===== src/hw/rtl/cfps_pkg.sv =====
`timescale 1ns / 1ps

package cfps_pkg;

    localparam int OFFSET_BITS = 32;

    localparam int BYTE_W   = 8;
    localparam int INDEX_W  = 16;
    localparam int FIELD_W  = 16;
    localparam int OFFSET_W = 32;
    localparam int KIND_W   = 2;
    localparam int RESULT_W = INDEX_W + OFFSET_W + BYTE_W + OFFSET_W + 3 * FIELD_W;
    localparam int TDATA_W  = ((RESULT_W + 7) / 8) * 8;

    localparam logic [31:0] MAGIC_WORD = 32'hCAFE_BABE;

    localparam logic [BYTE_W-1:0] TAG_UTF8        = 8'd1;
    localparam logic [BYTE_W-1:0] TAG_LONG        = 8'd5;
    localparam logic [BYTE_W-1:0] TAG_DOUBLE      = 8'd6;
    localparam logic [BYTE_W-1:0] TAG_CLASS       = 8'd7;
    localparam logic [BYTE_W-1:0] TAG_STRING      = 8'd8;
    localparam logic [BYTE_W-1:0] TAG_METHOD_HDL  = 8'd15;
    localparam logic [BYTE_W-1:0] TAG_METHOD_TYPE = 8'd16;

    typedef enum logic [KIND_W-1:0] {
        KIND_ENTRY     = 2'd0,
        KIND_SUMMARY   = 2'd1,
        KIND_BAD_MAGIC = 2'd2
    } t_kind;

    // lowest field last, so it lands in the lowest bits
    typedef struct packed {
        logic [FIELD_W-1:0]  interface_count;
        logic [FIELD_W-1:0]  parent_index;
        logic [FIELD_W-1:0]  self_index;
        logic [OFFSET_W-1:0] pool_size;
        logic [BYTE_W-1:0]   entry_tag;
        logic [OFFSET_W-1:0] entry_offset;
        logic [INDEX_W-1:0]  entry_index;
    } t_payload;

    typedef struct packed {
        t_kind    kind;
        t_payload data;
    } t_result;

    // body length in bytes that follows a tag byte
    function automatic logic [3:0] body_size(input logic [BYTE_W-1:0] tag);
        logic [3:0] size;
        if (tag == TAG_UTF8 || tag == TAG_CLASS || tag == TAG_STRING
                || tag == TAG_METHOD_TYPE) begin
            size = 4'd2;
        end else if (tag == TAG_METHOD_HDL) begin
            size = 4'd3;
        end else if (tag == TAG_LONG || tag == TAG_DOUBLE) begin
            size = 4'd8;
        end else begin
            size = 4'd4;
        end
        return size;
    endfunction

endpackage


===== src/hw/rtl/class_file_pool_scanner.sv =====
`timescale 1ns / 1ps
// class file constant pool scanner
// input stream: one class file byte per beat on s_axis_tdata; s_axis_tuser
//   high marks the first byte of a new file and restarts the parse
// output stream: at most one record per input beat, m_axis_tuser is the kind
//   (pool entry, class summary, bad magic), m_axis_tdata the record fields
// a pool entry record leaves on its tag byte, the summary on the last byte
//   of the interface count, the bad magic error on the fourth byte
// each record is registered in the output register, or in the skid register
// throughput: one byte per cycle while the skid register is empty; each byte
//   updates the parse counters and the pool offset adder
// stall: an output register plus one skid register; input stays ready while
//   the skid register is empty, so one record can wait at the output without
//   stopping the input
// reset: synchronous, active low; clears the parser to waiting for magic and
//   empties both output registers; no beat is presented during reset
// bytes after a summary or a bad magic are dropped until the next first byte
module class_file_pool_scanner (
    input  logic                        i_clk,
    input  logic                        i_rst_n,
    input  logic                        s_axis_tvalid,
    output logic                        s_axis_tready,
    input  logic [cfps_pkg::BYTE_W-1:0] s_axis_tdata,  // data_byte
    input  logic                        s_axis_tuser,  // first_byte
    output logic                        m_axis_tvalid,
    input  logic                        m_axis_tready,
    // entry_index, entry_offset, entry_tag, pool_size, self_index,
    // parent_index, interface_count
    output logic [cfps_pkg::TDATA_W-1:0] m_axis_tdata,
    output logic [cfps_pkg::KIND_W-1:0]  m_axis_tuser   // kind
);
    import cfps_pkg::*;

    typedef enum logic [2:0] {
        PH_MAGIC   = 3'd0,
        PH_VERSION = 3'd1,
        PH_COUNT   = 3'd2,
        PH_TAG     = 3'd3,
        PH_BODY    = 3'd4,
        PH_ACCESS  = 3'd5,
        PH_DONE    = 3'd6
    } t_phase;

    t_phase                 r_phase, n_phase, w_phase;
    logic [2:0]             r_cnt, n_cnt, w_cnt;
    logic [23:0]            r_shift, n_shift, w_shift;
    logic [FIELD_W-1:0]     r_pool_count, n_pool_count;
    logic [INDEX_W:0]       r_index, n_index;
    logic [FIELD_W-1:0]     r_rem, n_rem, w_rem;
    logic [OFFSET_BITS-1:0] r_offset, n_offset;
    logic                   r_pending, n_pending;
    logic [FIELD_W-1:0]     r_this, n_this;
    logic [FIELD_W-1:0]     r_super, n_super;

    logic                   r_out_valid, r_skid_valid;
    t_result                r_out, r_skid;

    logic                   w_accept, w_pop, w_push, w_body_done;
    logic [BYTE_W-1:0]      w_byte;
    logic [FIELD_W-1:0]     w_word;
    logic [3:0]             w_size, w_n;
    t_result                w_res;

    assign s_axis_tready = !r_skid_valid;
    assign w_accept      = s_axis_tvalid && s_axis_tready;
    assign w_pop         = r_out_valid && m_axis_tready;
    assign m_axis_tvalid = r_out_valid;
    assign m_axis_tuser  = r_out.kind;
    assign m_axis_tdata  = TDATA_W'(r_out.data);

    always_comb begin
        w_phase = r_phase;
        w_cnt   = r_cnt;
        w_shift = r_shift;
        if (s_axis_tuser) begin
            w_phase = PH_MAGIC;
            w_cnt   = '0;
            w_shift = '0;
        end
        w_byte = s_axis_tdata;
        w_word = {w_shift[7:0], w_byte};
        w_size = body_size(w_byte);
        w_n    = {1'b0, w_cnt} + 4'd1;
        w_rem  = (r_rem != '0) ? r_rem - FIELD_W'(1) : '0;
        w_body_done = 1'b0;

        n_phase      = w_phase;
        n_cnt        = w_cnt;
        n_shift      = w_shift;
        n_pool_count = r_pool_count;
        n_index      = r_index;
        n_rem        = r_rem;
        n_offset     = r_offset;
        n_pending    = r_pending;
        n_this       = r_this;
        n_super      = r_super;

        w_push = 1'b0;
        w_res  = '0;

        unique case (w_phase)
            PH_MAGIC: begin
                n_shift = {w_shift[15:0], w_byte};
                n_cnt   = w_cnt + 3'd1;
                if (w_cnt == 3'd3) begin
                    n_cnt   = '0;
                    n_shift = '0;
                    if ({w_shift, w_byte} != MAGIC_WORD) begin
                        n_phase      = PH_DONE;
                        w_push       = 1'b1;
                        w_res.kind   = KIND_BAD_MAGIC;
                    end else begin
                        n_phase = PH_VERSION;
                    end
                end
            end
            PH_VERSION: begin
                n_cnt = w_cnt + 3'd1;
                if (w_cnt == 3'd3) begin
                    n_cnt   = '0;
                    n_phase = PH_COUNT;
                end
            end
            PH_COUNT: begin
                n_shift = {w_shift[15:0], w_byte};
                n_cnt   = w_cnt + 3'd1;
                if (w_cnt == 3'd1) begin
                    n_pool_count = w_word;
                    n_index      = (INDEX_W + 1)'(1);
                    n_offset     = '0;
                    n_cnt        = '0;
                    n_shift      = '0;
                    n_phase      = ((INDEX_W + 1)'(1) < {1'b0, w_word}) ? PH_TAG : PH_ACCESS;
                end
            end
            PH_TAG: begin
                w_push                  = 1'b1;
                w_res.kind              = KIND_ENTRY;
                w_res.data.entry_index  = r_index[INDEX_W-1:0];
                w_res.data.entry_offset = OFFSET_W'(r_offset);
                w_res.data.entry_tag    = w_byte;
                n_pending = (w_byte == TAG_UTF8);
                n_index   = r_index + ((w_byte == TAG_LONG || w_byte == TAG_DOUBLE)
                                       ? (INDEX_W + 1)'(2) : (INDEX_W + 1)'(1));
                n_offset  = r_offset + OFFSET_BITS'(w_size) + OFFSET_BITS'(1);
                n_rem     = FIELD_W'(w_size);
                n_cnt     = '0;
                n_shift   = '0;
                n_phase   = PH_BODY;
            end
            PH_BODY: begin
                n_rem = w_rem;
                if (r_pending) begin
                    n_shift = {w_shift[15:0], w_byte};
                    if (w_rem == '0) begin
                        n_rem       = w_word;
                        n_offset    = r_offset + OFFSET_BITS'(w_word);
                        n_pending   = 1'b0;
                        w_body_done = (w_word == '0);
                    end
                end else begin
                    w_body_done = (w_rem == '0);
                end
                if (w_body_done) begin
                    n_cnt   = '0;
                    n_shift = '0;
                    n_phase = (r_index < {1'b0, r_pool_count}) ? PH_TAG : PH_ACCESS;
                end
            end
            PH_ACCESS: begin
                n_shift = {w_shift[15:0], w_byte};
                if (w_n == 4'd4) begin
                    n_this = w_word;
                end
                if (w_n == 4'd6) begin
                    n_super = w_word;
                end
                if (w_n == 4'd8) begin
                    w_push                     = 1'b1;
                    w_res.kind                 = KIND_SUMMARY;
                    w_res.data.pool_size       = OFFSET_W'(r_offset);
                    w_res.data.self_index      = r_this;
                    w_res.data.parent_index    = r_super;
                    w_res.data.interface_count = w_word;
                    n_cnt   = '0;
                    n_shift = '0;
                    n_phase = PH_DONE;
                end else begin
                    n_cnt = w_n[2:0];
                end
            end
            PH_DONE: begin
            end
            default: begin
            end
        endcase
    end

    always_ff @(posedge i_clk) begin
        if (!i_rst_n) begin
            r_phase      <= PH_MAGIC;
            r_cnt        <= '0;
            r_shift      <= '0;
            r_pool_count <= '0;
            r_index      <= (INDEX_W + 1)'(1);
            r_rem        <= '0;
            r_offset     <= '0;
            r_pending    <= 1'b0;
            r_this       <= '0;
            r_super      <= '0;
            r_out_valid  <= 1'b0;
            r_skid_valid <= 1'b0;
        end else begin
            if (w_accept) begin
                r_phase      <= n_phase;
                r_cnt        <= n_cnt;
                r_shift      <= n_shift;
                r_pool_count <= n_pool_count;
                r_index      <= n_index;
                r_rem        <= n_rem;
                r_offset     <= n_offset;
                r_pending    <= n_pending;
                r_this       <= n_this;
                r_super      <= n_super;
            end
            if (w_pop) begin
                if (r_skid_valid) begin
                    r_out        <= r_skid;
                    r_skid_valid <= 1'b0;
                end else begin
                    r_out_valid <= w_accept && w_push;
                    r_out       <= w_res;
                end
            end else if (w_accept && w_push) begin
                if (!r_out_valid) begin
                    r_out_valid <= 1'b1;
                    r_out       <= w_res;
                end else begin
                    r_skid_valid <= 1'b1;
                    r_skid       <= w_res;
                end
            end
        end
    end

    // skid register only fills behind a waiting output beat
    a_skid_behind_out: assert property (@(posedge i_clk) disable iff (!i_rst_n)
        r_skid_valid |-> r_out_valid)
        else $error("skid register holds a beat while output register is empty");

    // summary or bad magic ends the parse of the file
    a_final_record_done: assert property (@(posedge i_clk) disable iff (!i_rst_n)
        (w_accept && w_push && w_res.kind != KIND_ENTRY) |=> r_phase == PH_DONE)
        else $error("parser still active after final record");

    // an entry record always moves the parser into the entry body
    a_entry_to_body: assert property (@(posedge i_clk) disable iff (!i_rst_n)
        (w_accept && w_push && w_res.kind == KIND_ENTRY) |=> r_phase == PH_BODY)
        else $error("entry record without body phase");

    // inside a body there is always a byte left or a length still to read
    a_body_nonempty: assert property (@(posedge i_clk) disable iff (!i_rst_n)
        r_phase == PH_BODY |-> (r_rem != '0 || r_pending))
        else $error("body phase with nothing left to read");

endmodule

===== config.mk =====
export PLATFORM = sky130hd
export DESIGN_NAME = class_file_pool_scanner
export DESIGN_NICKNAME = d
export VERILOG_FILES = /design/src/hw/rtl/cfps_pkg.sv /design/src/hw/rtl/class_file_pool_scanner.sv
export SDC_FILE = /design/constraint.sdc
export NUM_CORES = 1
export LEC_CHECK = 0
export BUFFER_PORTS_ARGS = -buffer_cell sky130_fd_sc_hd__buf_2
export CAP_MARGIN = 20
export CORE_MARGIN = 4
export CORE_UTILIZATION = 39
export DETAILED_ROUTE_END_ITERATION = 10
export PLACE_DENSITY = 0.54
export SLEW_MARGIN = 20
export SYNTH_ARGS = -nofsm -noshare
export SYNTH_HDL_FRONTEND = slang
export SYNTH_SLANG_ARGS = --single-unit

===== constraint.sdc =====
create_clock -name i_clk -period 44.5 [get_ports i_clk]
set_clock_uncertainty 0.05 [all_clocks]
set_input_delay 6.675 -clock i_clk [delete_from_list [all_inputs] [get_ports i_clk]]
set_output_delay 6.675 -clock i_clk [all_outputs]
set_load 0.01 [all_outputs]

== Yosys cells after proc, flatten, opt, wreduce, memory -nomap -nowiden ==
Cells that the tools add are included.
Cells by class
  $add $sub $neg: 7
  order comparisons: 2
  eq/ne operators: 23
  mux-type cells: 60
  bitwise gates (word level): 2
  reduce and logical (&&, ||, !) cells: 28
Operators by type and width (count)
  2-to-1 mux 138 bit: 4
  2-to-1 mux 24 bit: 6
  one-hot mux 24 bit (5 select lines): 1
  2-to-1 mux 32 bit: 3
  one-hot mux 32 bit (3 select lines): 1
  2-to-1 mux 81 bit: 1
  2-to-1 mux 80 bit: 1
  2-to-1 mux 56 bit: 1
  2-to-1 mux 16 bit: 3
  2-to-1 mux 3 bit: 14
  one-hot mux 17 bit (2 select lines): 1
  adder 32 x 1 -> 32 bit (second input constant): 1
  adder 32 x 16 -> 32 bit: 1
  adder 32 x 4 -> 32 bit: 1
  zero test 16 bit: 2
  != test 32 bit (second input constant): 1
  one-hot mux 16 bit (2 select lines): 1
  == test 8 x 3 -> 1 bit (second input constant): 3
  one-hot mux 3 bit (6 select lines): 1
  adder 17 x 2 -> 17 bit: 1
  < comparator 17 x 16 -> 1 bit: 1
  2-to-1 mux 17 bit: 1
  == test 8 x 4 -> 1 bit (second input constant): 2
  < comparator 1 x 16 -> 1 bit (first input constant): 1
  other kinds (32): 69
Storage, ports and cells
  register bits after elaboration: 422
  bits of input ports: 13
  output and inout port bits: 140
  logic and storage cells: 150

== Depth between registers and ports, before layout ==
Gate-level depths: netlist of the first run.
  depth after elaboration: 8
  mapped depth: 16
  depth with buffers taken out: 15

== Least setup slack after synthesis of the first run ==
Ideal clock, no wire load.
  path type: input to register
  from: input port s_axis_tuser
  to: register r_skid[0] (netlist name) (enable)
  setup time: 806 ps
  arrival time: 18356 ps
  required time: 43644 ps
  setup slack: 25288 ps
  stages on the path: 13
  path buffers: 3
  cells stage by stage: clkbuf_1 > clkbuf_1 > nor2_1 > ha_1 > ha_1 > nand4_1 > or2_2 > or3_1 > clkbuf_1 > inv_1 > o31a_1 > nand2_1 > nor3_1
Between the ends
  cells in the longest elaborated chain, start to end: 7
  elaborated cells between the ends (all ways): 16
  classes of those cells: add/sub (1); eq/ne (5); mux (7); reduce/logical (3)
Ends and longest elaborated chain
  from (decl): line class_file_pool_scanner.sv:24  | input logic s_axis_tuser,
  2-to-1 mux 3 bit / 2-to-1 mux 24 bit (equally long branches): line class_file_pool_scanner.sv:75  | if (s_axis_tuser) begin
  adder 3 x 1 -> 4 bit / != test 32 bit (equally long branches): line class_file_pool_scanner.sv:83, class_file_pool_scanner.sv:108
  == test 4 bit / 2-to-1 mux 1 bit (equally long branches): line class_file_pool_scanner.sv:178, class_file_pool_scanner.sv:108
  2-to-1 mux 1 bit, on equally long branches: line class_file_pool_scanner.sv:178, class_file_pool_scanner.sv:105
  one-hot mux 1 bit (3 select lines) (*): line class_file_pool_scanner.sv:101  | unique case (w_phase)
  logical AND 1 bit (*): line class_file_pool_scanner.sv:234  | end else if (w_accept && w_push) begin
  AND reduction 4 bit (no line) (*)
  to (signal assigned): line class_file_pool_scanner.sv:240  | r_skid <= w_res;
  to (decl): line class_file_pool_scanner.sv:56  | t_result r_out, r_skid;
Every way passes the cells marked *; elsewhere a longest branch is shown, timed or not.
A chain may end at the register's enable or synchronous reset.

== Worst setup path in the final report of the first run ==
  from: input port s_axis_tuser
  to: register r_out, in the netlist m_axis_tdata[8] (enable)
Between the ends
  cells in the longest elaborated chain, start to end: 8
  elaborated cells between the ends (all ways): 17
  classes of those cells: add/sub (1); eq/ne (5); mux (7); reduce/logical (4)
Ends and longest elaborated chain
  2-to-1 mux 3 bit / 2-to-1 mux 24 bit (equally long branches): line class_file_pool_scanner.sv:75
  adder 3 x 1 -> 4 bit / != test 32 bit (equally long branches): line class_file_pool_scanner.sv:83, class_file_pool_scanner.sv:108
  == test 4 bit / 2-to-1 mux 1 bit (equally long branches): line class_file_pool_scanner.sv:178, class_file_pool_scanner.sv:108
  2-to-1 mux 1 bit, on equally long branches: line class_file_pool_scanner.sv:178, class_file_pool_scanner.sv:105
  one-hot mux 1 bit (3 select lines) (*): line class_file_pool_scanner.sv:101
  logical AND 1 bit (*): line class_file_pool_scanner.sv:234
  nonzero test 2 bit (no line) (*)
  AND reduction 3 bit (no line) (*)
  to (signal assigned): line class_file_pool_scanner.sv:228  | r_out <= r_skid;
  to (signal assigned): line class_file_pool_scanner.sv:232  | r_out <= w_res;
  to (signal assigned): line class_file_pool_scanner.sv:237  | r_out <= w_res;
  to (decl): line class_file_pool_scanner.sv:56
Marked as above.

==> metrics, run 1 <==
status finished clean; largest net degree at the start of global routing 84; Final Non-Filler Cells between 2000 and 3000; Top Ports 153; met1 WL ~24 mm; total CTS buffers 45; unique cell type count in the Yosys netlist between 70 and 80; number of placement rows 82; Fillers about 4700; Slew Limit Fails 0; CTS clk-pin slew, worst paths around 0.06 ns; part of the power in combinational logic approximately 4.3%; vias in the first global route approximately 14000; Avg Cell Area, Syn between 10 and 15 µm²; Synthesized Nets roughly 1900; initial antenna violation count 2; met3 WL between 2 and 3 mm; CP required ~45 ns; RSZ-0062 raised after global routing no; Synth Register Bits 422; ys flop type edfxtp_1; Slew HR between 20% and 30%; H-tree depth 2; FFs w/ async S/R, synth 0%; Worst Max-Slew Pin Slew approximately 1.1 ns; die height about 230 µm; highest layer used for signal routing met5; GP Congestion roughly 0.9; Port Buffers between 150 and 200; count of hold-fix buffers inserted at cts 0; Hold WC Path Type flip-flop to flip-flop; # setup viols final 0; worst path setup slack after routing between 30 and 40 ns; Via Count around 14000; CTS tree built; Power Density 37.0 nW/µm²; DRT iter0 DRCs 1042; crit path cell chain buf_2 -> nand2b_1 -> inv_1 -> ha_1 -> ha_1 -> nand4_1 -> or2_2 -> or3_1 -> buf_4 -> clkinv_2 -> o31ai_1 -> o21ai_0 -> and2_4 -> buf_4; pre-CTS WS approximately 32 ns; leakage power 8.87 nW; maximum vdd drop between 20 and 25 µV; first-pass iteration count of the detailed router 5; Layout area overhead 14.4%; antenna-violating nets left 0; setup bufs post-CTS 0; die area 54500 µm²; Post-synth EDFFs 276; placed instance count between 2000 and 3000; Seq pwr share approximately half; critical path arrival 11.61 ns; layout cells sized above 1 21.2%; Power Internal approximately 0.00065 W; Sw Share 22.2%; Crit. End Element flip-flop; WL met2 24.2 mm; total track usage between 10% and 20%; Startpoint Class input port; Core Box Area roughly 50000 µm²; clk buf depth 3; slowest stage cell, crit path buf_4; Max FO, Critical Path between 70 and 80; YS warnings 0; max cap viols 0; Syn Inst Count about 1800; wire length per cell between 15 and 20 µm; DRC 0; Clock Root Buffer clkbuf_16; Clock power frac 46.2%; Fmax around 87 MHz; Switch Pwr ~0.00019 W; clock sink count approximately 420; Seq/Total Area, Yosys a little under three fifths; period utilisation layout 25.8%; Post-Route WL about 52 mm; DP HPWL 33.9 mm; largest stage delay on the critical path slightly above 0.8 ns; final setup TNS 0 ns; global route total overflow 0; register area around 11000 µm²; first-pass GRT wire length slightly above 80 mm; fin nets roughly 2000; DR vias/cell approximately 5.5; Period minus WS final roughly 11 ns; area occupied by multi-input gates 8000 µm²; cell area after synthesis between 15000 and 20000 µm²; Die W 233 µm; worst skew pair latency just under 0.6 ns; Starting Density between 30% and 40%; final hold vios 0; critical path class input port to flip-flop; CTS resizes 0
sequential cells by signal (all words and copies together) (netlist names), 2 cells and up:
register and cells:
m_axis_tdata 136, r_cnt 3, r_super 16, m_axis_tuser 2, r_this 16, r_index 17, r_offset 32, r_skid 138
r_rem 16, r_shift 24, r_pool_count 16, r_phase 3
synthesized netlist by cell type (4+ instances only):
master,instances,area share [%]
edfxtp_1,276,42
o21a_1,7,0.27
a41o_1,4,0.20
inv_1,51,0.97
buf_1,5,0.095
o31ai_1,27,1.0
o21ai_0,81,2.0
mux2i_1,12,0.61
or4_1,10,0.38
nand2_1,137,2.6
ha_1,43,2.7
nor2_1,168,3.2
buf_4,4,0.15
or3_1,14,0.44
nand4_1,23,0.73
a211oi_1,9,0.34
or2_2,7,0.22
a311oi_1,4,0.18
a21oi_1,126,3.2
xor2_1,11,0.49
a32oi_1,8,0.35
mux2_2,132,7.5
a21boi_0,5,0.19
xnor2_1,16,0.71
nand2b_1,19,0.60
a21o_1,11,0.42
dfxtp_1,146,15
o21bai_1,6,0.23
a221oi_1,10,0.44
o31a_1,5,0.22
nand3_1,27,0.68
clkbuf_1,94,1.8
and3_1,13,0.41
a32o_1,10,0.50
nor3_1,31,0.78
nor2b_1,7,0.22
nor4_1,11,0.35
a31o_2,6,0.27
o32ai_1,7,0.31
a31oi_1,15,0.47
and2_1,125,3.9
o211ai_1,5,0.19
cell usage in the layout (no fill, tap or decap), types with 12 or more instances in the layout:
cell / Yosys / routed
buf_4: 4 / 19
clkbuf_16: 0 / 46
a31oi_1: 15 / 15
nand4_1: 23 / 23
xnor2_1: 16 / 16
o31ai_1: 27 / 27
inv_1: 51 / 50
or3_1: 14 / 14
nor3_1: 31 / 29
nand2_1: 137 / 136
mux2i_1: 12 / 12
a21oi_1: 126 / 126
mux2_2: 132 / 132
buf_2: 3 / 152
nand2b_1: 19 / 19
edfxtp_1: 276 / 276
nor2_1: 168 / 166
o21ai_0: 81 / 80
and2_1: 125 / 124
nand3_1: 27 / 27
ha_1: 43 / 43
dfxtp_1: 146 / 146
and3_1: 13 / 13
power groups by stage:
stage,sequential [W],clock (W),combinational (W)
2_1_floorplan,0.000423,0,0.0000239
3_3_place_gp,0.000424,0,0.0000348
3_5_place_dp,0.000424,0,0.0000350
4_1_cts,0.000416,0.000398,0.0000352
5_1_grt,0.000416,0.000413,0.0000387
6_report,0.000416,0.000387,0.0000357
stage by stage:
stage                     instance area [µm²]  power (W)  utilization, %  hold slack, ns
after CTS                               22700   0.000849            45.2           0.412
final                                   22700   0.000839            45.2           0.411
after global routing                    22700   0.000868            45.2           0.433
after detailed placement                21200   0.000459            42.2           0.403
after global placement                  21200   0.000459            42.2           0.393
after floorplan                         19800   0.000447               -           0.386
worst paths after layout:
check	startpoint	end	slack, ns	cells past startpoint
max	s_axis_tuser	m_axis_tdata[8]	33.03	14
min	r_pool_count[0]	r_pool_count[0]	0.41	2
max reg2reg	r_cnt[0]	m_axis_tdata[8]	39.32	13
min reg2reg	r_pool_count[0]	r_pool_count[0]	0.41	2
metal layers:
metal,vias up,global-route usage (%)
met2,374,30.3
met1,7016,25.8
met3,88,3.48
li1,6793,-
met5,-,0
met4,2,5.83
worst max-delay path, delay by kind of cell:
family	cells	cell delay (ns)
and+or+nand+nor	5	1.67
AOI/OAI and AO/OA	2	0.38
adders and majority gates	2	0.53
buffers and inverters	5	2.14
area by class of cell:
type / instances / area share (%)
Multi-Input combinational cell: 1207 / 35.3
Tap cell: 672 / 3.71
Clock inverter: 22 / 1.19
Timing Repair Buffer: 171 / 3.98
Sequential cell: 422 / 49.4
Antenna cell: 1 / 0.0110
Clock buffer: 61 / 5.54
Inverter: 53 / 0.882
kinds of logic after synthesis:
| family | share of synthesized area, % |
|---|---|
| buffers and inverters | 3.28 |
| xor gates and xnor gates | 1.19 |
| adders and majority gates | 3.02 |
| AOI/OAI and AO/OA | 12.1 |
| and+or+nand+nor | 15.8 |
| muxes | 8.10 |
| DFF | 56.5 |
(Power assumes the default switching activity.)
==> run 2: changes to the inputs <==
--- a/config.mk
+++ b/config.mk
@@ -10,7 +10,7 @@
 export CORE_MARGIN = 4
 export CORE_UTILIZATION = 39
 export DETAILED_ROUTE_END_ITERATION = 10
-export PLACE_DENSITY = 0.54
+export PLACE_DENSITY = 0.56
 export SLEW_MARGIN = 20
 export SYNTH_ARGS = -nofsm -noshare
 export SYNTH_HDL_FRONTEND = slang
==> constraint.sdc (replaced) <==
create_clock -name i_clk -period 10.4 [get_ports i_clk]
set_clock_uncertainty 0.05 [all_clocks]
set_input_delay 1.56 -clock i_clk [delete_from_list [all_inputs] [get_ports i_clk]]
set_output_delay 1.56 -clock i_clk [all_outputs]
set_load 0.01 [all_outputs]
==> run 2 against run 1 <==
Effect of this change: count of clock-buffer cells in the layout fell by 7; combinational power rose to 4.3 times the previous value; non-clock buffer count did not move; wire length fell by 0.64%; register-to-register slack got worse by 34 ns; critical path depth did not move; power rose to 4.3 times the previous value; via count fell by 0.53%.
==> metrics, run 2 (synthesis gave the netlist of run 1 again) <==
Power Density 158 nW/µm² (+330%); setup bufs post-CTS 0 (unchanged); max reg flops 138 (unchanged); Startpoint Class input port; largest net degree at the start of global routing 82 (-2.4%); Slew HR 26.2% (-2.2 points); first-pass GRT wire length 80.2 mm (-0.82%); Sw Share 22.4% (+0.25 points); clock sink count 422 (unchanged); Period minus WS final roughly 6.5 ns; met3 WL 2.57 mm (-7.6%); CP required 10.54 ns (-34.10 ns); fin nets 1960 (+0.051%); DP HPWL 33.7 mm (-0.58%); final hold vios 0 (unchanged); H-tree depth 2 (unchanged); final setup TNS 0 ns (unchanged); DRC 0 (unchanged); Crit. End Element flip-flop; RSZ-0062 raised after global routing no; first-pass iteration count of the detailed router 5 (unchanged); CTS resizes 0 (unchanged); clk buf depth 3 (unchanged); initial antenna violation count 3 (+1); CTS tree built; Die W 233 µm (unchanged); highest layer used for signal routing met5; period utilisation layout 62.6%; DR vias/cell 5.44 (-0.61%); area occupied by multi-input gates 8000 µm² (about the same); Clock power frac 46.1% (about the same); Core Box Area 50200 µm² (unchanged); commonest non-fill, non-tap cell in the layout edfxtp_1; WL met2 24.4 mm (+0.64%); global route total overflow 0 (unchanged); leakage power 8.83 nW (-0.43%); total CTS buffers 46 (+2.2%); vias in the first global route 13700 (+0.20%); total track usage 18.6% (-0.23 points); status finished clean; part of the power in combinational logic 4.2% (about the same); Seq pwr share 49.7% (about the same); GP Congestion 0.863 (-1.9%); wire length per cell 19.8 µm (-0.71%); maximum vdd drop 99.8 µV (+300%); number of placement rows 82 (unchanged); max cap viols 0 (unchanged); Hold WS 0.413 ns (+0.00265 ns); count of hold-fix buffers inserted at cts 0 (unchanged); Post-Route WL 51.7 mm (-0.64%); Starting Density 39.5% (unchanged); DRT iter0 DRCs 1059 (+1.6%); Layout area overhead 14.4% (about the same); register with the most flip-flops r_skid; Power Internal 0.00278 W (+330%); worst skew pair latency 0.59 ns (about the same); Worst Max-Slew Pin Slew 1.10 ns (+0.0327 ns); die height 233 µm (unchanged); antenna-violating nets left 0 (unchanged); Port Buffers 152 (unchanged); met1 WL 23.5 mm (about the same); # setup viols final 0 (unchanged); critical path class input port to flip-flop; Top Ports 153 (unchanged); Fillers 4636 (-0.90%); most frequent cells in the layout edfxtp_1, nor2_1, buf_2; CTS clk-pin slew, worst paths 0.06 ns (about the same); ant diodes 0 (-1); critical path arrival 6.65 ns (-4.96 ns); register area 11200 µm² (unchanged); die area 54500 µm² (unchanged); Hold WC Path Type flip-flop to flip-flop; Max FO, Critical Path 72 (-1.4%); layout cells sized above 1 21.2% (+0.070 points); Clock Root Buffer clkbuf_16; Switch Pwr 0.000804 W (+330%); Via Count 14200 (-0.53%); Slew Limit Fails 0 (unchanged); Fmax ~150 MHz
-- run 2: cell types whose count changed in the layout (fill, tap and decap cells not counted), moves of 2 or more --
cell      previous run  this run
clkinv_4             1         3
clkinv_2             7        10
clkinv_1             5         9
clkbuf_1            10         6
clkbuf_8             5         1
-- run 2: stage by stage --
stage               power (W)  cell area [µm²]  cells  utilization, %  setup slack, ns
CTS                   0.00362            22700   2611            45.2             3.73
global route          0.00371            22700   2611            45.2             3.44
detailed placement    0.00196            21200   2525            42.2             3.10
global placement      0.00196            21200   2525            42.2             3.27
floorplan             0.00191            19800   1791               -            0.554
finish                0.00358            22700   2611            45.2             3.89
-- run 2: final timing paths --
check                                     start               end  slack [ns]  cells past startpoint
worst max-delay path               s_axis_tuser  m_axis_tdata[19]        3.89                     14
worst min-delay path            r_pool_count[5]   r_pool_count[5]        0.41                      2
worst min register to register  r_pool_count[5]   r_pool_count[5]        0.41                      2
worst max register to register         r_cnt[0]  m_axis_tdata[19]        5.04                     13
-- run 2: critical path, stage by stage --
cell,delay [ns]
buf_2,0.44
nand2b_1,0.20
inv_1,0.08
ha_1,0.22
ha_1,0.31
nand4_1,0.11
or2_2,0.30
or3_1,0.35
buf_4,0.24
clkinv_2,0.59
o31ai_1,0.21
o21ai_0,0.19
and2_4,0.76
buf_4,0.80
-- run 2: layout make-up --
type | instances | share of cell area (%)
tap | 672 | 3.71
sequential | 422 | 49.4
timing repair buffer | 171 | 3.98
multi-input combinational | 1207 | 35.3
clock inverter | 32 | 1.41
inverter | 53 | 0.882
clock buffer | 54 | 5.34
-- run 2: power groups by stage --
stage | combinational, W | clock [W] | sequential [W]
after global placement | 0.000148 | 0 | 0.00181
final | 0.000152 | 0.00165 | 0.00178
after floorplan | 0.000102 | 0 | 0.00181
after CTS | 0.000150 | 0.00169 | 0.00178
after detailed placement | 0.000150 | 0 | 0.00181
after global routing | 0.000164 | 0.00176 | 0.00178
-- run 2: layer usage --
metal / vias to the layer above / global-route usage [%]
met3: 77 / 3.00
li1: 6802 / -
met2: 360 / 30.4
met5: - / 0
met1: 6956 / 25.5
met4: 2 / 5.38
